## config.mk

```make
export PLATFORM = sky130hd
export DESIGN_NAME = bounded_edit_distance
export DESIGN_NICKNAME = d
export VERILOG_FILES = /design/src/design/bed_pkg.sv /design/src/design/bed_ram.sv /design/src/design/bed_front.sv /design/src/design/bed_back.sv /design/src/design/bounded_edit_distance.sv
export SDC_FILE = /design/constraint.sdc
export NUM_CORES = 1
export LEC_CHECK = 0
export ABC_AREA = 1
export BUFFER_PORTS_ARGS = -buffer_cell sky130_fd_sc_hd__buf_4
export CELL_PAD_IN_SITES_DETAIL_PLACEMENT = 1
export CELL_PAD_IN_SITES_GLOBAL_PLACEMENT = 2
export CORE_UTILIZATION = 43
export DETAILED_ROUTE_END_ITERATION = 6
export PLACE_DENSITY = 0.78
export RECOVER_POWER = 100
export SLEW_MARGIN = 10
export SYNTH_ARGS = -nofsm -noshare
export SYNTH_HDL_FRONTEND = slang
export SYNTH_SLANG_ARGS = --single-unit
```

## constraint.sdc

```tcl
create_clock -name clk -period 8 [get_ports clk]
set_input_delay 0.4 -clock clk [delete_from_list [all_inputs] [get_ports clk]]
set_output_delay 0.4 -clock clk [all_outputs]
set_load 0.1 [all_outputs]
```

## src/design/bed_pkg.sv

```systemverilog
// Shared types, constants and helper functions of the bounded edit distance block.
package bed_pkg;

  // Longest word that is stored; longer words set the overflow flag.
  localparam int MAX_LEN = 32;
  // Width of a length count that can hold MAX_LEN itself.
  localparam int LEN_W = $clog2(MAX_LEN + 1);
  // Address width of the reference store and of the row store.
  localparam int ADDR_W = (MAX_LEN > 2) ? $clog2(MAX_LEN) : 1;
  // Row entries and distances saturate at the largest 6-bit value.
  localparam int DIST_W = 6;
  localparam logic [DIST_W-1:0] DIST_MAX = {DIST_W{1'b1}};
  localparam int CH_W = 8;
  localparam int THR_W = 6;

  // Item kinds.
  localparam logic KIND_REF = 1'b0;
  localparam logic KIND_QUERY = 1'b1;

  // Configuration register indexes.
  localparam int NUM_REGS = 2;
  localparam int CFG_IDX_W = $clog2(NUM_REGS);
  localparam int CFG_DATA_W = 6;
  localparam logic [CFG_IDX_W-1:0] REG_CUTOFF_ENABLE = CFG_IDX_W'(0);
  localparam logic [CFG_IDX_W-1:0] REG_CUTOFF_THRESHOLD = CFG_IDX_W'(1);

  // One input item.
  typedef struct packed {
    logic            kind;
    logic            has_char;
    logic [CH_W-1:0] ch;
    logic            last;
  } in_item_t;

  // One result item.
  typedef struct packed {
    logic [DIST_W-1:0] distance;
    logic              cut_short;
    logic              overflow;
  } out_item_t;

  // Configuration register contents.
  typedef struct packed {
    logic             cutoff_enable;
    logic [THR_W-1:0] cutoff_threshold;
  } cfg_t;

  // Classified command handed from the front end to the row engine.
  // For a reference command, start means the stored reference is cleared first.
  // For a query command, start means a fresh query is opened.
  typedef struct packed {
    logic            is_ref;
    logic            start;
    logic            has_char;
    logic [CH_W-1:0] ch;
    logic            last;
  } cmd_t;

  // Increment that sticks at the saturation value.
  function automatic logic [DIST_W-1:0] sat_inc(input logic [DIST_W-1:0] v);
    logic [DIST_W-1:0] r;
    r = (v == DIST_MAX) ? DIST_MAX : v + DIST_W'(1);
    return r;
  endfunction

  // A length count clipped to the row entry range.
  function automatic logic [DIST_W-1:0] sat_len(input logic [LEN_W-1:0] v);
    logic [DIST_W-1:0] r;
    r = (int'(v) > int'(DIST_MAX)) ? DIST_MAX : DIST_W'(v);
    return r;
  endfunction

  function automatic logic [DIST_W-1:0] min2(input logic [DIST_W-1:0] a,
                                             input logic [DIST_W-1:0] b);
    logic [DIST_W-1:0] r;
    r = (a < b) ? a : b;
    return r;
  endfunction

endpackage

```

## src/design/bed_ram.sv

```systemverilog
// Generic single-write, single-read RAM with registered read data.
module bed_ram #(
  parameter int WIDTH = 8,
  parameter int DEPTH = 32,
  localparam int AW = (DEPTH > 2) ? $clog2(DEPTH) : 1
) (
  input  logic             clk,
  input  logic             we,
  input  logic [AW-1:0]    waddr,
  input  logic [WIDTH-1:0] wdata,
  input  logic [AW-1:0]    raddr,
  output logic [WIDTH-1:0] rdata
);

  logic [WIDTH-1:0] mem_r [DEPTH];

  // Write port and registered read port.
  always_ff @(posedge clk) begin
    if (we) begin
      mem_r[waddr] <= wdata;
    end
    rdata <= mem_r[raddr];
  end

endmodule

```

## src/design/bed_front.sv

```systemverilog
// Front end: accepts items, tracks open words, classifies items and queues commands.
module bed_front (
  input  logic             clk,
  input  logic             rst_n,
  input  logic             in_valid,
  output logic             in_stall,
  input  bed_pkg::in_item_t in_data,
  output logic             cmd_valid,
  output bed_pkg::cmd_t    cmd_data,
  input  logic             cmd_pop
);

  logic          ref_open_r, ref_open_nxt;
  logic          query_open_r, query_open_nxt;
  bed_pkg::cmd_t q_mem_r [2];
  logic          wr_ptr_r, rd_ptr_r;
  logic [1:0]    count_r, count_nxt;
  logic          accept;
  logic          push;
  bed_pkg::cmd_t push_cmd;

  assign in_stall  = (count_r == 2'd2);
  assign accept    = in_valid && !in_stall;
  assign cmd_valid = (count_r != 2'd0);
  assign cmd_data  = q_mem_r[rd_ptr_r];

  // Classify the transfer against the open-word flags.
  always_comb begin
    ref_open_nxt      = ref_open_r;
    query_open_nxt    = query_open_r;
    push              = 1'b0;
    push_cmd.is_ref   = (in_data.kind == bed_pkg::KIND_REF);
    push_cmd.has_char = in_data.has_char;
    push_cmd.ch       = in_data.ch;
    push_cmd.last     = in_data.last;
    push_cmd.start    = 1'b0;
    if (accept) begin
      if (in_data.kind == bed_pkg::KIND_REF) begin
        // A reference item abandons any open query.
        query_open_nxt = 1'b0;
        push_cmd.start = !ref_open_r;
        push           = !ref_open_r || in_data.has_char;
        ref_open_nxt   = !in_data.last;
      end else begin
        // An empty item without last outside a query has no effect.
        push_cmd.start = !query_open_r;
        push           = query_open_r || in_data.has_char || in_data.last;
        if (push) begin
          query_open_nxt = !in_data.last;
        end
      end
    end
  end

  always_comb begin
    count_nxt = count_r;
    if (push && !cmd_pop) begin
      count_nxt = count_r + 2'd1;
    end else if (!push && cmd_pop) begin
      count_nxt = count_r - 2'd1;
    end
  end

  // Open-word flags and queue pointers.
  always_ff @(posedge clk) begin
    if (!rst_n) begin
      ref_open_r   <= 1'b1;
      query_open_r <= 1'b0;
      wr_ptr_r     <= 1'b0;
      rd_ptr_r     <= 1'b0;
      count_r      <= 2'd0;
    end else begin
      ref_open_r   <= ref_open_nxt;
      query_open_r <= query_open_nxt;
      count_r      <= count_nxt;
      if (push) begin
        wr_ptr_r <= !wr_ptr_r;
      end
      if (cmd_pop) begin
        rd_ptr_r <= !rd_ptr_r;
      end
    end
  end

  // Queue storage.
  always_ff @(posedge clk) begin
    if (push) begin
      q_mem_r[wr_ptr_r] <= push_cmd;
    end
  end

endmodule

```

## src/design/bed_back.sv

```systemverilog
// Row engine: stores the reference, sweeps one row per query character, emits results.
module bed_back (
  input  logic              clk,
  input  logic              rst_n,
  input  bed_pkg::cfg_t     cfg,
  input  logic              cmd_valid,
  input  bed_pkg::cmd_t     cmd_data,
  output logic              cmd_pop,
  output logic              out_valid,
  input  logic              out_stall,
  output bed_pkg::out_item_t out_data
);

  localparam logic [1:0] ST_IDLE  = 2'd0;
  localparam logic [1:0] ST_SWEEP = 2'd1;
  localparam logic [1:0] ST_EMIT  = 2'd2;

  logic [1:0] state_r, state_nxt;

  logic [bed_pkg::LEN_W-1:0]  ref_len_r, ref_len_nxt;
  logic                       ref_over_r, ref_over_nxt;
  logic [bed_pkg::LEN_W-1:0]  qlen_r, qlen_nxt;
  logic                       cut_r, cut_nxt;
  logic                       ovf_r, ovf_nxt;
  logic                       fresh_r, fresh_nxt;
  logic [bed_pkg::DIST_W-1:0] row0_r, row0_nxt;
  logic [bed_pkg::DIST_W-1:0] rown_r, rown_nxt;
  logic [bed_pkg::DIST_W-1:0] diag_r, diag_nxt;
  logic [bed_pkg::DIST_W-1:0] left_r, left_nxt;
  logic [bed_pkg::DIST_W-1:0] min_r, min_nxt;
  logic [bed_pkg::LEN_W-1:0]  j_r, j_nxt;
  logic [bed_pkg::CH_W-1:0]   ch_r, ch_nxt;
  logic                       last_r, last_nxt;
  logic                       out_valid_r, out_valid_nxt;
  bed_pkg::out_item_t         out_data_r, out_data_nxt;

  // Effective values of a command after an optional clear or start.
  logic [bed_pkg::LEN_W-1:0]  len_eff;
  logic [bed_pkg::DIST_W-1:0] row0_b;
  logic [bed_pkg::LEN_W-1:0]  qlen_b;
  logic                       cut_b;

  // Store ports.
  logic                       ref_we;
  logic [bed_pkg::ADDR_W-1:0] ref_waddr;
  logic [bed_pkg::CH_W-1:0]   ref_rdata;
  logic [bed_pkg::ADDR_W-1:0] rd_addr;
  logic                       row_we;
  logic [bed_pkg::DIST_W-1:0] row_rdata;
  logic [bed_pkg::LEN_W-1:0]  jm1;

  // Cell of the row being swept.
  logic [bed_pkg::DIST_W-1:0] up;
  logic [bed_pkg::DIST_W-1:0] sub;
  logic [bed_pkg::DIST_W-1:0] d;
  logic                       out_free;

  assign cmd_pop   = cmd_valid && (state_r == ST_IDLE);
  assign out_valid = out_valid_r;
  assign out_data  = out_data_r;
  assign out_free  = !out_valid_r || !out_stall;

  assign len_eff = cmd_data.start ? '0 : ref_len_r;
  assign row0_b  = cmd_data.start ? '0 : row0_r;
  assign qlen_b  = cmd_data.start ? '0 : qlen_r;
  assign cut_b   = cmd_data.start ? 1'b0 : cut_r;

  assign ref_we    = cmd_pop && cmd_data.is_ref && cmd_data.has_char &&
                     (len_eff < bed_pkg::LEN_W'(bed_pkg::MAX_LEN));
  assign ref_waddr = len_eff[bed_pkg::ADDR_W-1:0];
  assign rd_addr   = (state_r == ST_SWEEP) ? j_r[bed_pkg::ADDR_W-1:0] : '0;
  assign jm1       = j_r - bed_pkg::LEN_W'(1);
  assign row_we    = (state_r == ST_SWEEP);

  // One cell: entry j of the new row from the old entry above, the new entry
  // to the left and the old diagonal.
  always_comb begin
    up  = fresh_r ? bed_pkg::sat_len(j_r) : row_rdata;
    sub = (ref_rdata != ch_r) ? bed_pkg::sat_inc(diag_r) : diag_r;
    d   = bed_pkg::min2(bed_pkg::min2(bed_pkg::sat_inc(up), bed_pkg::sat_inc(left_r)), sub);
  end

  bed_ram #(
    .WIDTH(bed_pkg::CH_W),
    .DEPTH(bed_pkg::MAX_LEN)
  ) u_ref_ram (
    .clk  (clk),
    .we   (ref_we),
    .waddr(ref_waddr),
    .wdata(cmd_data.ch),
    .raddr(rd_addr),
    .rdata(ref_rdata)
  );

  // Row entries 1 to MAX_LEN; entry 0 lives in a register.
  bed_ram #(
    .WIDTH(bed_pkg::DIST_W),
    .DEPTH(bed_pkg::MAX_LEN)
  ) u_row_ram (
    .clk  (clk),
    .we   (row_we),
    .waddr(jm1[bed_pkg::ADDR_W-1:0]),
    .wdata(d),
    .raddr(rd_addr),
    .rdata(row_rdata)
  );

  // Command execution, row sweep and result loading.
  always_comb begin
    state_nxt     = state_r;
    ref_len_nxt   = ref_len_r;
    ref_over_nxt  = ref_over_r;
    qlen_nxt      = qlen_r;
    cut_nxt       = cut_r;
    ovf_nxt       = ovf_r;
    fresh_nxt     = fresh_r;
    row0_nxt      = row0_r;
    rown_nxt      = rown_r;
    diag_nxt      = diag_r;
    left_nxt      = left_r;
    min_nxt       = min_r;
    j_nxt         = j_r;
    ch_nxt        = ch_r;
    last_nxt      = last_r;
    out_valid_nxt = out_valid_r && out_stall;
    out_data_nxt  = out_data_r;

    unique case (state_r)
      ST_IDLE: begin
        if (cmd_pop && cmd_data.is_ref) begin
          // Reference character appended, or dropped when the store is full.
          ref_len_nxt  = len_eff;
          ref_over_nxt = cmd_data.start ? 1'b0 : ref_over_r;
          if (cmd_data.has_char) begin
            if (len_eff < bed_pkg::LEN_W'(bed_pkg::MAX_LEN)) begin
              ref_len_nxt = len_eff + bed_pkg::LEN_W'(1);
            end else begin
              ref_over_nxt = 1'b1;
            end
          end
        end else if (cmd_pop) begin
          // Query item: open a fresh row if needed, then advance it.
          last_nxt = cmd_data.last;
          row0_nxt = row0_b;
          qlen_nxt = qlen_b;
          cut_nxt  = cut_b;
          if (cmd_data.start) begin
            fresh_nxt = 1'b1;
            rown_nxt  = bed_pkg::sat_len(ref_len_r);
            ovf_nxt   = 1'b0;
          end
          state_nxt = cmd_data.last ? ST_EMIT : ST_IDLE;
          if (cmd_data.has_char) begin
            if (qlen_b >= bed_pkg::LEN_W'(bed_pkg::MAX_LEN)) begin
              ovf_nxt = 1'b1;
            end else begin
              qlen_nxt = qlen_b + bed_pkg::LEN_W'(1);
            end
            if (!cut_b) begin
              row0_nxt = bed_pkg::sat_inc(row0_b);
              if (ref_len_r == '0) begin
                rown_nxt = bed_pkg::sat_inc(row0_b);
              end else begin
                diag_nxt  = row0_b;
                left_nxt  = bed_pkg::sat_inc(row0_b);
                min_nxt   = bed_pkg::sat_inc(row0_b);
                j_nxt     = bed_pkg::LEN_W'(1);
                ch_nxt    = cmd_data.ch;
                state_nxt = ST_SWEEP;
              end
            end
          end
        end
      end
      ST_SWEEP: begin
        diag_nxt = up;
        left_nxt = d;
        min_nxt  = bed_pkg::min2(min_r, d);
        j_nxt    = j_r + bed_pkg::LEN_W'(1);
        if (j_r == ref_len_r) begin
          // Row finished: keep its last entry and test the cutoff.
          fresh_nxt = 1'b0;
          rown_nxt  = d;
          cut_nxt   = cfg.cutoff_enable &&
                      (bed_pkg::min2(min_r, d) > cfg.cutoff_threshold);
          state_nxt = last_r ? ST_EMIT : ST_IDLE;
        end
      end
      ST_EMIT: begin
        if (out_free) begin
          out_valid_nxt          = 1'b1;
          out_data_nxt.distance  = cut_r ? bed_pkg::sat_inc(cfg.cutoff_threshold) : rown_r;
          out_data_nxt.cut_short = cut_r;
          out_data_nxt.overflow  = ovf_r || ref_over_r;
          state_nxt              = ST_IDLE;
        end
      end
      default: begin
        state_nxt = ST_IDLE;
      end
    endcase
  end

  // Control state.
  always_ff @(posedge clk) begin
    if (!rst_n) begin
      state_r     <= ST_IDLE;
      ref_len_r   <= '0;
      ref_over_r  <= 1'b0;
      qlen_r      <= '0;
      cut_r       <= 1'b0;
      ovf_r       <= 1'b0;
      fresh_r     <= 1'b1;
      out_valid_r <= 1'b0;
    end else begin
      state_r     <= state_nxt;
      ref_len_r   <= ref_len_nxt;
      ref_over_r  <= ref_over_nxt;
      qlen_r      <= qlen_nxt;
      cut_r       <= cut_nxt;
      ovf_r       <= ovf_nxt;
      fresh_r     <= fresh_nxt;
      out_valid_r <= out_valid_nxt;
    end
  end

  // Datapath registers.
  always_ff @(posedge clk) begin
    row0_r     <= row0_nxt;
    rown_r     <= rown_nxt;
    diag_r     <= diag_nxt;
    left_r     <= left_nxt;
    min_r      <= min_nxt;
    j_r        <= j_nxt;
    ch_r       <= ch_nxt;
    last_r     <= last_nxt;
    out_data_r <= out_data_nxt;
  end

`ifndef NO_ASSERTIONS
  // The sweep index stays within the stored reference.
  a_sweep_index: assert property (@(posedge clk) disable iff (!rst_n)
    (state_r == ST_SWEEP) |-> (j_r >= bed_pkg::LEN_W'(1) && j_r <= ref_len_r))
    else $error("sweep index outside the reference");

  // The stored reference never grows past the store.
  a_ref_len: assert property (@(posedge clk) disable iff (!rst_n)
    ref_len_r <= bed_pkg::LEN_W'(bed_pkg::MAX_LEN))
    else $error("reference length beyond store depth");

  // A result waiting on a stalled output keeps the engine waiting too.
  a_emit_hold: assert property (@(posedge clk) disable iff (!rst_n)
    (state_r == ST_EMIT && out_valid_r && out_stall) |=> (state_r == ST_EMIT))
    else $error("result dropped while output stalled");

  // A stalled result stays valid and unchanged.
  a_out_hold: assert property (@(posedge clk) disable iff (!rst_n)
    (out_valid_r && out_stall) |=> (out_valid_r && $stable(out_data_r)))
    else $error("stalled result changed");
`endif

endmodule

```

## src/design/bounded_edit_distance.sv

```systemverilog
// Top level of the bounded edit distance block: configuration registers and the two halves.
//
//   channel  direction  handshake              payload
//   in_      input      in_valid / in_stall    bed_pkg::in_item_t
//   out_     output     out_valid / out_stall  bed_pkg::out_item_t
//   cfg_     input      cfg_we                 cfg_index, cfg_data
//
// A reference item or an item without a character is handled in the idle state.
// A query character then runs the row sweep over the stored reference (up to 32
// entries), which reads and writes one row entry a cycle, unless the reference is
// empty or the query is already cut short.
// A query last then loads the output register, and waits while an earlier result
// is still stalled there.
// A two-entry command queue lets the input accept while the engine sweeps or
// the output is stalled. Reset is synchronous; no clearing pass is needed.
module bounded_edit_distance (
  input  logic                              clk,
  input  logic                              rst_n,
  input  logic                              in_valid,
  output logic                              in_stall,
  input  bed_pkg::in_item_t                 in_data,
  output logic                              out_valid,
  input  logic                              out_stall,
  output bed_pkg::out_item_t                out_data,
  input  logic                              cfg_we,
  input  logic [bed_pkg::CFG_IDX_W-1:0]     cfg_index,
  input  logic [bed_pkg::CFG_DATA_W-1:0]    cfg_data
);

  bed_pkg::cfg_t cfg_r;
  logic          cmd_valid;
  bed_pkg::cmd_t cmd_data;
  logic          cmd_pop;

  // Configuration register writes.
  always_ff @(posedge clk) begin
    if (!rst_n) begin
      cfg_r.cutoff_enable    <= 1'b0;
      cfg_r.cutoff_threshold <= bed_pkg::THR_W'(2);
    end else if (cfg_we) begin
      unique case (cfg_index)
        bed_pkg::REG_CUTOFF_ENABLE: begin
          cfg_r.cutoff_enable <= cfg_data[0];
        end
        bed_pkg::REG_CUTOFF_THRESHOLD: begin
          cfg_r.cutoff_threshold <= cfg_data[bed_pkg::THR_W-1:0];
        end
        default: begin
          cfg_r <= cfg_r;
        end
      endcase
    end
  end

  bed_front u_front (
    .clk      (clk),
    .rst_n    (rst_n),
    .in_valid (in_valid),
    .in_stall (in_stall),
    .in_data  (in_data),
    .cmd_valid(cmd_valid),
    .cmd_data (cmd_data),
    .cmd_pop  (cmd_pop)
  );

  bed_back u_back (
    .clk      (clk),
    .rst_n    (rst_n),
    .cfg      (cfg_r),
    .cmd_valid(cmd_valid),
    .cmd_data (cmd_data),
    .cmd_pop  (cmd_pop),
    .out_valid(out_valid),
    .out_stall(out_stall),
    .out_data (out_data)
  );

endmodule

```

After elaboration in Yosys (flattened, before gate mapping)
Memories as Yosys holds them, arrays and structs flattened. A register that Yosys moved wholly into a read port is not among the register bits.
Cells that the tools add are included.
{"block": "word_totals", "regBits": 85, "ramBits": 472, "inputBits": 23, "out_inout_bits": 10, "n_memories": 3}
{"memory": "u_back.u_ref_ram.mem_r", "words": 32, "width": 8, "rd": 1, "rd_clocked_by_memory_dff": 1, "wr": 1, "line_no": "bed_ram.sv:15", "source": "logic [WIDTH-1:0] mem_r [DEPTH];"}
{"memory": "u_back.u_row_ram.mem_r", "words": 32, "width": 6, "rd": 1, "rd_clocked_by_memory_dff": 1, "wr": 1, "line_no": "bed_ram.sv:15"}
{"memory": "u_front.q_mem_r", "words": 2, "width": 12, "rd": 1, "rd_clocked_by_memory_dff": 1, "wr": 1, "line_no": "bed_front.sv:15", "source": "bed_pkg::cmd_t q_mem_r [2];"}
{"block": "op_classes", "n_addsub": 11, "n_lt_le_gt_ge": 6, "eq_ne": 19, "muxes": 92, "bitwise_logic": 5, "reduce_logical": 41}
{"op": "two-way mux 6 bit", "count": 42}
{"op": "one-hot mux 6 bit (2 select lines)", "count": 5}
{"op": "adder 6 x 1 -> 6 bit (second input constant)", "count": 8}
{"op": "== test 6 bit (second input constant)", "count": 5}
{"op": "two-way mux 1 bit", "count": 30}
{"op": "two-way mux 2 bit", "count": 11}
{"op": "less-than comparator 6 bit", "count": 3}
{"op": "AND reduction 2 bit", "count": 6}
{"op": "AND reduction 6 bit", "count": 2}
{"op": "zero test 1 bit", "count": 10}
{"op": "!= test 2 x 1 -> 1 bit (second input constant)", "count": 5}
{"op": "logical AND 1 bit", "count": 9}
{"op": "!= test 2 bit (second input constant)", "count": 4}
{"op": "!= test 8 bit", "count": 1}
{"op": "AND reduction 4 bit", "count": 2}
{"op": "== test 6 bit", "count": 1}
{"op": "greater-or-equal comparator 6 bit (second input constant)", "count": 1}
{"op": "greater-than comparator 6 bit", "count": 1}
{"op": "zero test 6 bit", "count": 1}
{"op": "less-than comparator 6 bit (second input constant)", "count": 1}
{"op": "one-hot mux 2 bit (3 select lines)", "count": 1}
{"op": "nonzero test 2 bit", "count": 3}
{"op": "logical OR 1 bit", "count": 5}
{"op": "two-way mux 5 bit", "count": 1}
{"op": "other kinds (10)", "count": 16}

Longest topological paths before layout
{"block": "logic_depth", "word_depth": 13, "depth_mapped": 42}

Hierarchy
From an unflattened synthesis, not the netlist that was laid out.
{"block": "unflattened", "hier_cells": 2437, "hier_area_um2": 25475.7}
{"mod": "bed_ram (u_back.u_ref_ram)", "instances": 1, "cells_per_inst": 922, "area_per_inst_um2": 10786.6}
{"mod": "bed_ram (u_back.u_row_ram)", "instances": 1, "cells_per_inst": 704, "area_per_inst_um2": 8077.7}
{"mod": "bed_back", "instances": 1, "cells_per_inst": 685, "area_per_inst_um2": 5094.9}
{"mod": "bed_front", "instances": 1, "cells_per_inst": 92, "area_per_inst_um2": 1223.7}
{"mod": "bounded_edit_distance", "instances": 1, "cells_per_inst": 34, "area_per_inst_um2": 292.8}

Worst setup path after synthesis
OpenSTA, ideal clock, no wires.
{"block": "synth_path", "path_type": "register to register", "startpoint": "reg u_back.fresh_r", "endpoint": "reg u_back.cut_r", "t_arrival_ns": 5.556, "required_ns": 7.914, "slack_ns": 2.358, "stages_incl_launch_ff": 40, "path_buffers": 1, "period_less_slack_ns": 5.642, "cell_sequence": "dfxtp_1 > buf_6 > nand2_1 > nand2_4 > ha_1 > nand3_1 > nor2_1 > nand2_1 > inv_1 > nor2_1 > inv_1 > ha_1 > nand2_1 > nand2_1 > nand2_1 > nand2_1 > nand2_2 > nand2_2 > [... 4 more ...] > a21oi_1 > nor2_1 > a211oi_1 > nand2_4 > o21ai_0 > ha_1 > nand2_1 > nor2_4 > a21oi_4 > nand3_1 > and2_1 > ha_1 > nand4_1 > o221ai_1 > o2111ai_1 > o21ai_0 > nor2_1 > a211oi_1"}
{"block": "synth_via", "elab_chain_cells": 13, "word_cells_on_any_way": 14, "classes_between": "1 x add/sub; 4 x order compare; 1 x eq/ne; 7 x mux; 1 x reduce/logical"}
{"item": "start, declared", "line_no": "bed_back.sv:25", "source": "logic fresh_r, fresh_nxt;"}
{"item": "start signal, assigned", "line_no": "bed_back.sv:222", "source": "fresh_r <= fresh_nxt;"}
{"item": "two-way mux 6 bit (*)", "line_no": "bed_back.sv:78", "source": "up = fresh_r ? bed_pkg::sat_len(j_r) : row_rdata;"}
{"item": "adder 6 x 1 -> 6 bit / == test 6 bit (equally long branches)", "line_no": "bed_pkg.sv:62", "source": "r = (v == DIST_MAX) ? DIST_MAX : v + DIST_W'(1);"}
{"item": "two-way mux 6 bit (*)", "line_no": "bed_pkg.sv:62"}
{"item": "less-than comparator 6 bit", "line_no": "bed_pkg.sv:76", "source": "r = (a < b) ? a : b;"}
{"item": "two-way mux 6 bit (*)", "line_no": "bed_pkg.sv:76"}
{"item": "less-than comparator 6 bit", "line_no": "bed_pkg.sv:76"}
{"item": "two-way mux 6 bit (*)", "line_no": "bed_pkg.sv:76"}
{"item": "less-than comparator 6 bit", "line_no": "bed_pkg.sv:76"}
{"item": "two-way mux 6 bit (*)"}
{"item": "greater-than comparator 6 bit (*)", "line_no": "bed_back.sv:185", "source": "(bed_pkg::min2(min_r, d) > cfg.cutoff_threshold);"}
{"item": "logical AND 1 bit (*)", "line_no": "bed_back.sv:184", "source": "cut_nxt = cfg.cutoff_enable &&"}
{"item": "two-way mux 1 bit (*)", "line_no": "bed_back.sv:180", "source": "if (j_r == ref_len_r) begin"}
{"item": "one-hot mux 1 bit (2 select lines) (*)", "line_no": "bed_back.sv:128", "source": "unique case (state_r)"}
{"item": "end signal, assigned", "line_no": "bed_back.sv:220", "source": "cut_r <= cut_nxt;"}
{"item": "end, declared", "line_no": "bed_back.sv:23", "source": "logic cut_r, cut_nxt;"}
Mark *: on every way between the ends. The rest lies on a longest branch, timed or not. The select of a mux whose other input is x is not followed.
A chain may end at the register's enable or synchronous reset.

Worst setup path after layout
{"block": "layout_path", "startpoint": "reg u_back.j_r[0] (netlist name)", "endpoint": "reg u_back.u_ref_ram.rdata[3], read port of u_back.u_ref_ram.mem_r"}
{"block": "layout_via", "elab_chain_cells": 1}
{"item": "start, declared", "line_no": "bed_back.sv:31", "source": "logic [bed_pkg::LEN_W-1:0] j_r, j_nxt;"}
{"item": "start signal, assigned", "line_no": "bed_back.sv:234", "source": "j_r <= j_nxt;"}
{"item": "two-way mux 5 bit", "line_no": "bed_back.sv:71", "source": "assign rd_addr = (state_r == ST_SWEEP) ? j_r[bed_pkg::ADDR_W-1:0] : '0;"}
{"item": "end, declared", "line_no": "bed_ram.sv:12", "source": "output logic [WIDTH-1:0] rdata"}
No other way between the ends.

==> results.toml <==
[routing]
via_per_inst = 5.53
drtIter0Drc = 1191
finalWirelength_um = 67900
vias = 17100
post_drt_wl_per_cell_um = 21.9
firstDrtPassIters = 5
drc = 0
antenna_left = 0

[sta]
fmax_ghz = 0.139
grt_setup_unrepaired = "false"
slew_viol_final = 499
setup_viol_count_final = 0
setup-tns-final_ps = 0
clock_skew_ps = 28.3
worst_pin_slew_ps = 3060
period_share = 0.896
min_period_ps = 7170
whs_ps = 65.4
slew_headroom = -1.04
hold_viol_final = 0

[floorplan]
die-area_mm2 = 0.0594
start_util = 0.435
die_y_um = 244
die_w_um = 244
core_area_mm2 = 0.0577
io_pins = 33
row_count = 88

[yosys]
synth.yosys.seq_area_share = 0.665
ys_types = 51
async_reset_ff_frac = 0
syn-num-nets = 2324
syn_inst = 2267
synth-edff-count = 525
ys.flop_type = "edfxtp_1"
ys_warn_count = 0
ys_seq_elements = 572
avgSynthCellArea_um2 = 11.1
syn_area_mm2 = 0.0251

[setup_path]
worstReg2RegStart = "u_back.j_r[0]$_SDFFCE_PN1P_"
max_stage_delay_ps = 2160
path_max_fanout = 126
slowest_stage = "clkbuf_1"
critical_path.top_delay_family = "buffers and inverters"
critPathLaunchType = "flip-flop"
worstPathArrival_ps = 7630
r2r_slack_ps = 830
cp-startpoint = "u_back.j_r[0]$_SDFFCE_PN1P_"
crit_buf_inv = 5
worstPathRequired_ps = 8460
crit_type = "reg -> reg"
cp-end-kind = "flip-flop"
crit_path_cell_trace = "clkbuf_1 -> inv_1 -> nor2_4 -> buf_4 -> inv_4 -> buf_4 -> nor2_1 -> nor2_1 -> o21ai_0 -> a21oi_1 -> a221oi_1 -> a31oi_1"

[clock_tree]
cts_resized = 0
clk_pin_slew_ps = 60
cts-root-buf = "clkbuf_16"
cts_sinks = 572
cts_htree_levels = 2
clk_latency_ps = 630
postCtsSetupBuffers = 0
cts_tree = "done"
cts-buffers-inserted = 59
cts_buffer_depth = 3

[run_status]
status = "finished with violations"
violations = "capacitance limit, slew limit"

[run]
cap_violations = 14

[power_and_ir_drop]
max-vdd-ir-drop_uv = 280
p_switching_mw = 4.19
p_leak_nw = 9.64
power.share.sequential = 0.408
power.internal_mw = 7.02
comb_power_share = 0.335
power_density_mw_per_mm2 = 398
clkPwrFrac = 0.257
power.share.switching = 0.374

[place]
dpl.cell_count = 2981
gp_congestion = 0.795
numPortBuffers = 32
dp_hpwl_um = 42700

[global_routing]
grt_overflow_total = 0
grt_pass1_wl_um = 105000
grt_use_met3 = 0.0343
met2_usage = 0.393
grt_antenna_before_repair = 0
met1_usage = 0.305
grt_pass1_vias = 18000
busiest_layer = "met2"
track_usage = 0.230
grt_max_degree = 127

[cells_and_area]
fin_nets = 2345
fill_cells = 6125
drive_gt1_frac = 0.106
num_antenna_cells = 0
final_cells = 3101
synthToLayoutAreaGrowth_pct = 12.0

[worst_hold_path]
worstHoldStart = "cfg_data[0]"
min_path_type = "in -> reg"
==> worst register-to-register path, cell delays in order (launching register included) <==
cell	delay, ps
edfxtp_1	380
clkbuf_1	2160
inv_1	800
nor2_4	260
buf_4	550
inv_4	580
buf_4	740
nor2_1	310
nor2_1	70
o21ai_0	260
a21oi_1	120
a221oi_1	660
a31oi_1	130
==> repair_timing <==
item,4_1_cts,5_1_grt
hold buffers,11,0
setup endpoints to repair,0,0
endpoints found under the hold margin,21,0
==> state kept, by name (all words and copies together) (netlist names), 2 cells and up, named ones only <==
name	count
u_back.u_ref_ram.mem_r	256
u_back.u_row_ram.mem_r	192
u_front.q_mem_r	24
u_back.ch_r	8
u_back.out_data	8
u_back.u_ref_ram.rdata	8
cfg_r	7
u_back.diag_r	6
u_back.j_r	6
u_back.left_r	6
u_back.min_r	6
u_back.qlen_r	6
u_back.ref_len_r	6
u_back.row0_r	6
u_back.rown_r	6
u_back.u_row_ram.rdata	6
u_back.state_r	2
u_front.count_r	2
==> power by group through the flow <==
| stage | Clock (mW) | Sequential (mW) | Combinational [mW] |
|---|---|---|---|
| after floorplan | 0 | 4.60 | 2.37 |
| after global placement | 0 | 4.56 | 3.71 |
| after detailed placement | 0 | 4.57 | 3.88 |
| after CTS | 2.92 | 4.50 | 3.91 |
| after global routing | 3.02 | 4.60 | 4.20 |
| final | 2.88 | 4.57 | 3.76 |
==> Yosys cell counts, types with 5 or more instances <==
| cell type | instances | share of area |
|---|---|---|
| nor2_1 | 401 | 0.060 |
| o22ai_1 | 6 | 0.0015 |
| a211oi_1 | 10 | 0.0030 |
| a31oi_1 | 20 | 0.0050 |
| buf_1 | 11 | 0.0016 |
| or2_2 | 61 | 0.015 |
| a221oi_1 | 16 | 0.0056 |
| nand2_1 | 274 | 0.041 |
| o21ai_0 | 237 | 0.047 |
| o31ai_1 | 6 | 0.0018 |
| inv_2 | 7 | 0.0010 |
| a21oi_1 | 112 | 0.022 |
| nand4_1 | 11 | 0.0027 |
| xor2_1 | 5 | 0.0017 |
| nand2_2 | 18 | 0.0045 |
| dfxtp_1 | 47 | 0.037 |
| nand3_1 | 71 | 0.014 |
| edfxtp_1 | 525 | 0.63 |
| nor3_1 | 11 | 0.0022 |
| o211ai_1 | 61 | 0.018 |
| o21ai_2 | 5 | 0.0017 |
| ha_1 | 34 | 0.017 |
| nand2_4 | 8 | 0.0036 |
| inv_1 | 125 | 0.019 |
| clkbuf_1 | 96 | 0.014 |
| and2_1 | 6 | 0.0015 |
| a31o_2 | 16 | 0.0056 |
| o2bb2ai_1 | 28 | 0.0098 |
==> path summary, 6_finish.rpt <==
| check | end | depth (start not counted) |
|---|---|---|
| worst max register to register | u_back.u_ref_ram.rdata[3]$_DFF_P_ | 12 |
| worst max-delay path | u_back.u_ref_ram.rdata[3]$_DFF_P_ | 12 |
| worst min-delay path | cfg_r[0]$_SDFFE_PN0P_ | 3 |
| worst min register to register | u_back.ovf_r$_SDFFE_PN0P_ | 2 |
==> per-layer routing <==
| metal | wire [µm] | up-vias | part of all wire |
|---|---|---|---|
| li1 | - | 8094 | - |
| met2 | 33300 | 299 | 0.49 |
| met1 | 30200 | 8639 | 0.45 |
| met5 | 0 | - | 0 |
| met4 | 1580 | 0 | 0.023 |
| met3 | 2750 | 102 | 0.041 |
==> area by class of cell <==
type                            count  area (µm²)  share of cell area
Clock buffer                       72        1560              0.0554
Clock inverter                     37         457              0.0162
Inverter                          134         505              0.0180
Multi-Input combinational cell   1452        7500               0.267
Sequential cell                   572       16700               0.594
Tap cell                          765         957              0.0340
Timing Repair Buffer               69         440              0.0157
==> logic make-up (layout without fill, tap and decap cells) <==
| logic type | count (synthesis) | in the layout | synth area share |
|---|---|---|---|
| DFF | 572 | 572 | 0.665 |
| buffers and inverters | 243 | 312 | 0.0368 |
| adders and majority gates | 34 | 34 | 0.0169 |
| AOI/OAI and AO/OA | 532 | 532 | 0.127 |
| xor gates and xnor gates | 8 | 8 | 0.00279 |
| and+or+nand+nor | 878 | 878 | 0.151 |
==> stage by stage <==
step	total power [mW]	worst slack (ps)	instance area, µm²	utilization
finish	11.2	829	28100	0.487
floorplan	6.97	2360	25100	-
CTS	11.3	1040	28300	0.490
detailed placement	8.44	1100	26100	0.453
global route	11.8	125	28100	0.487
global placement	8.26	1550	26100	0.453
==> cell usage in the layout (no fill, tap or decap), drive strengths merged, types with 2 or more instances in the layout <==
| master | count |
|---|---|
| edfxtp | 525 |
| nor2 | 405 |
| nand2 | 300 |
| o21ai | 245 |
| inv | 133 |
| a21oi | 113 |
| clkbuf | 108 |
| nand3 | 75 |
| or2 | 62 |
| o211ai | 61 |
| dfxtp | 47 |
| ha | 34 |
| o2bb2ai | 28 |
| clkinv | 27 |
| buf | 22 |
| a31oi | 20 |
| a31o | 16 |
| a221oi | 16 |
| nand4 | 11 |
| nor3 | 11 |
| dlygate4sd3 | 11 |
| a211oi | 10 |
| bufinv | 10 |
| o22ai | 6 |
| o31ai | 6 |
| and2 | 6 |
| xor2 | 5 |
| xnor2 | 3 |
| nand3b | 3 |
| o311ai | 3 |
| nor4 | 3 |
| a22oi | 2 |
| a21boi | 2 |
Power figures use the tool's default switching activity.
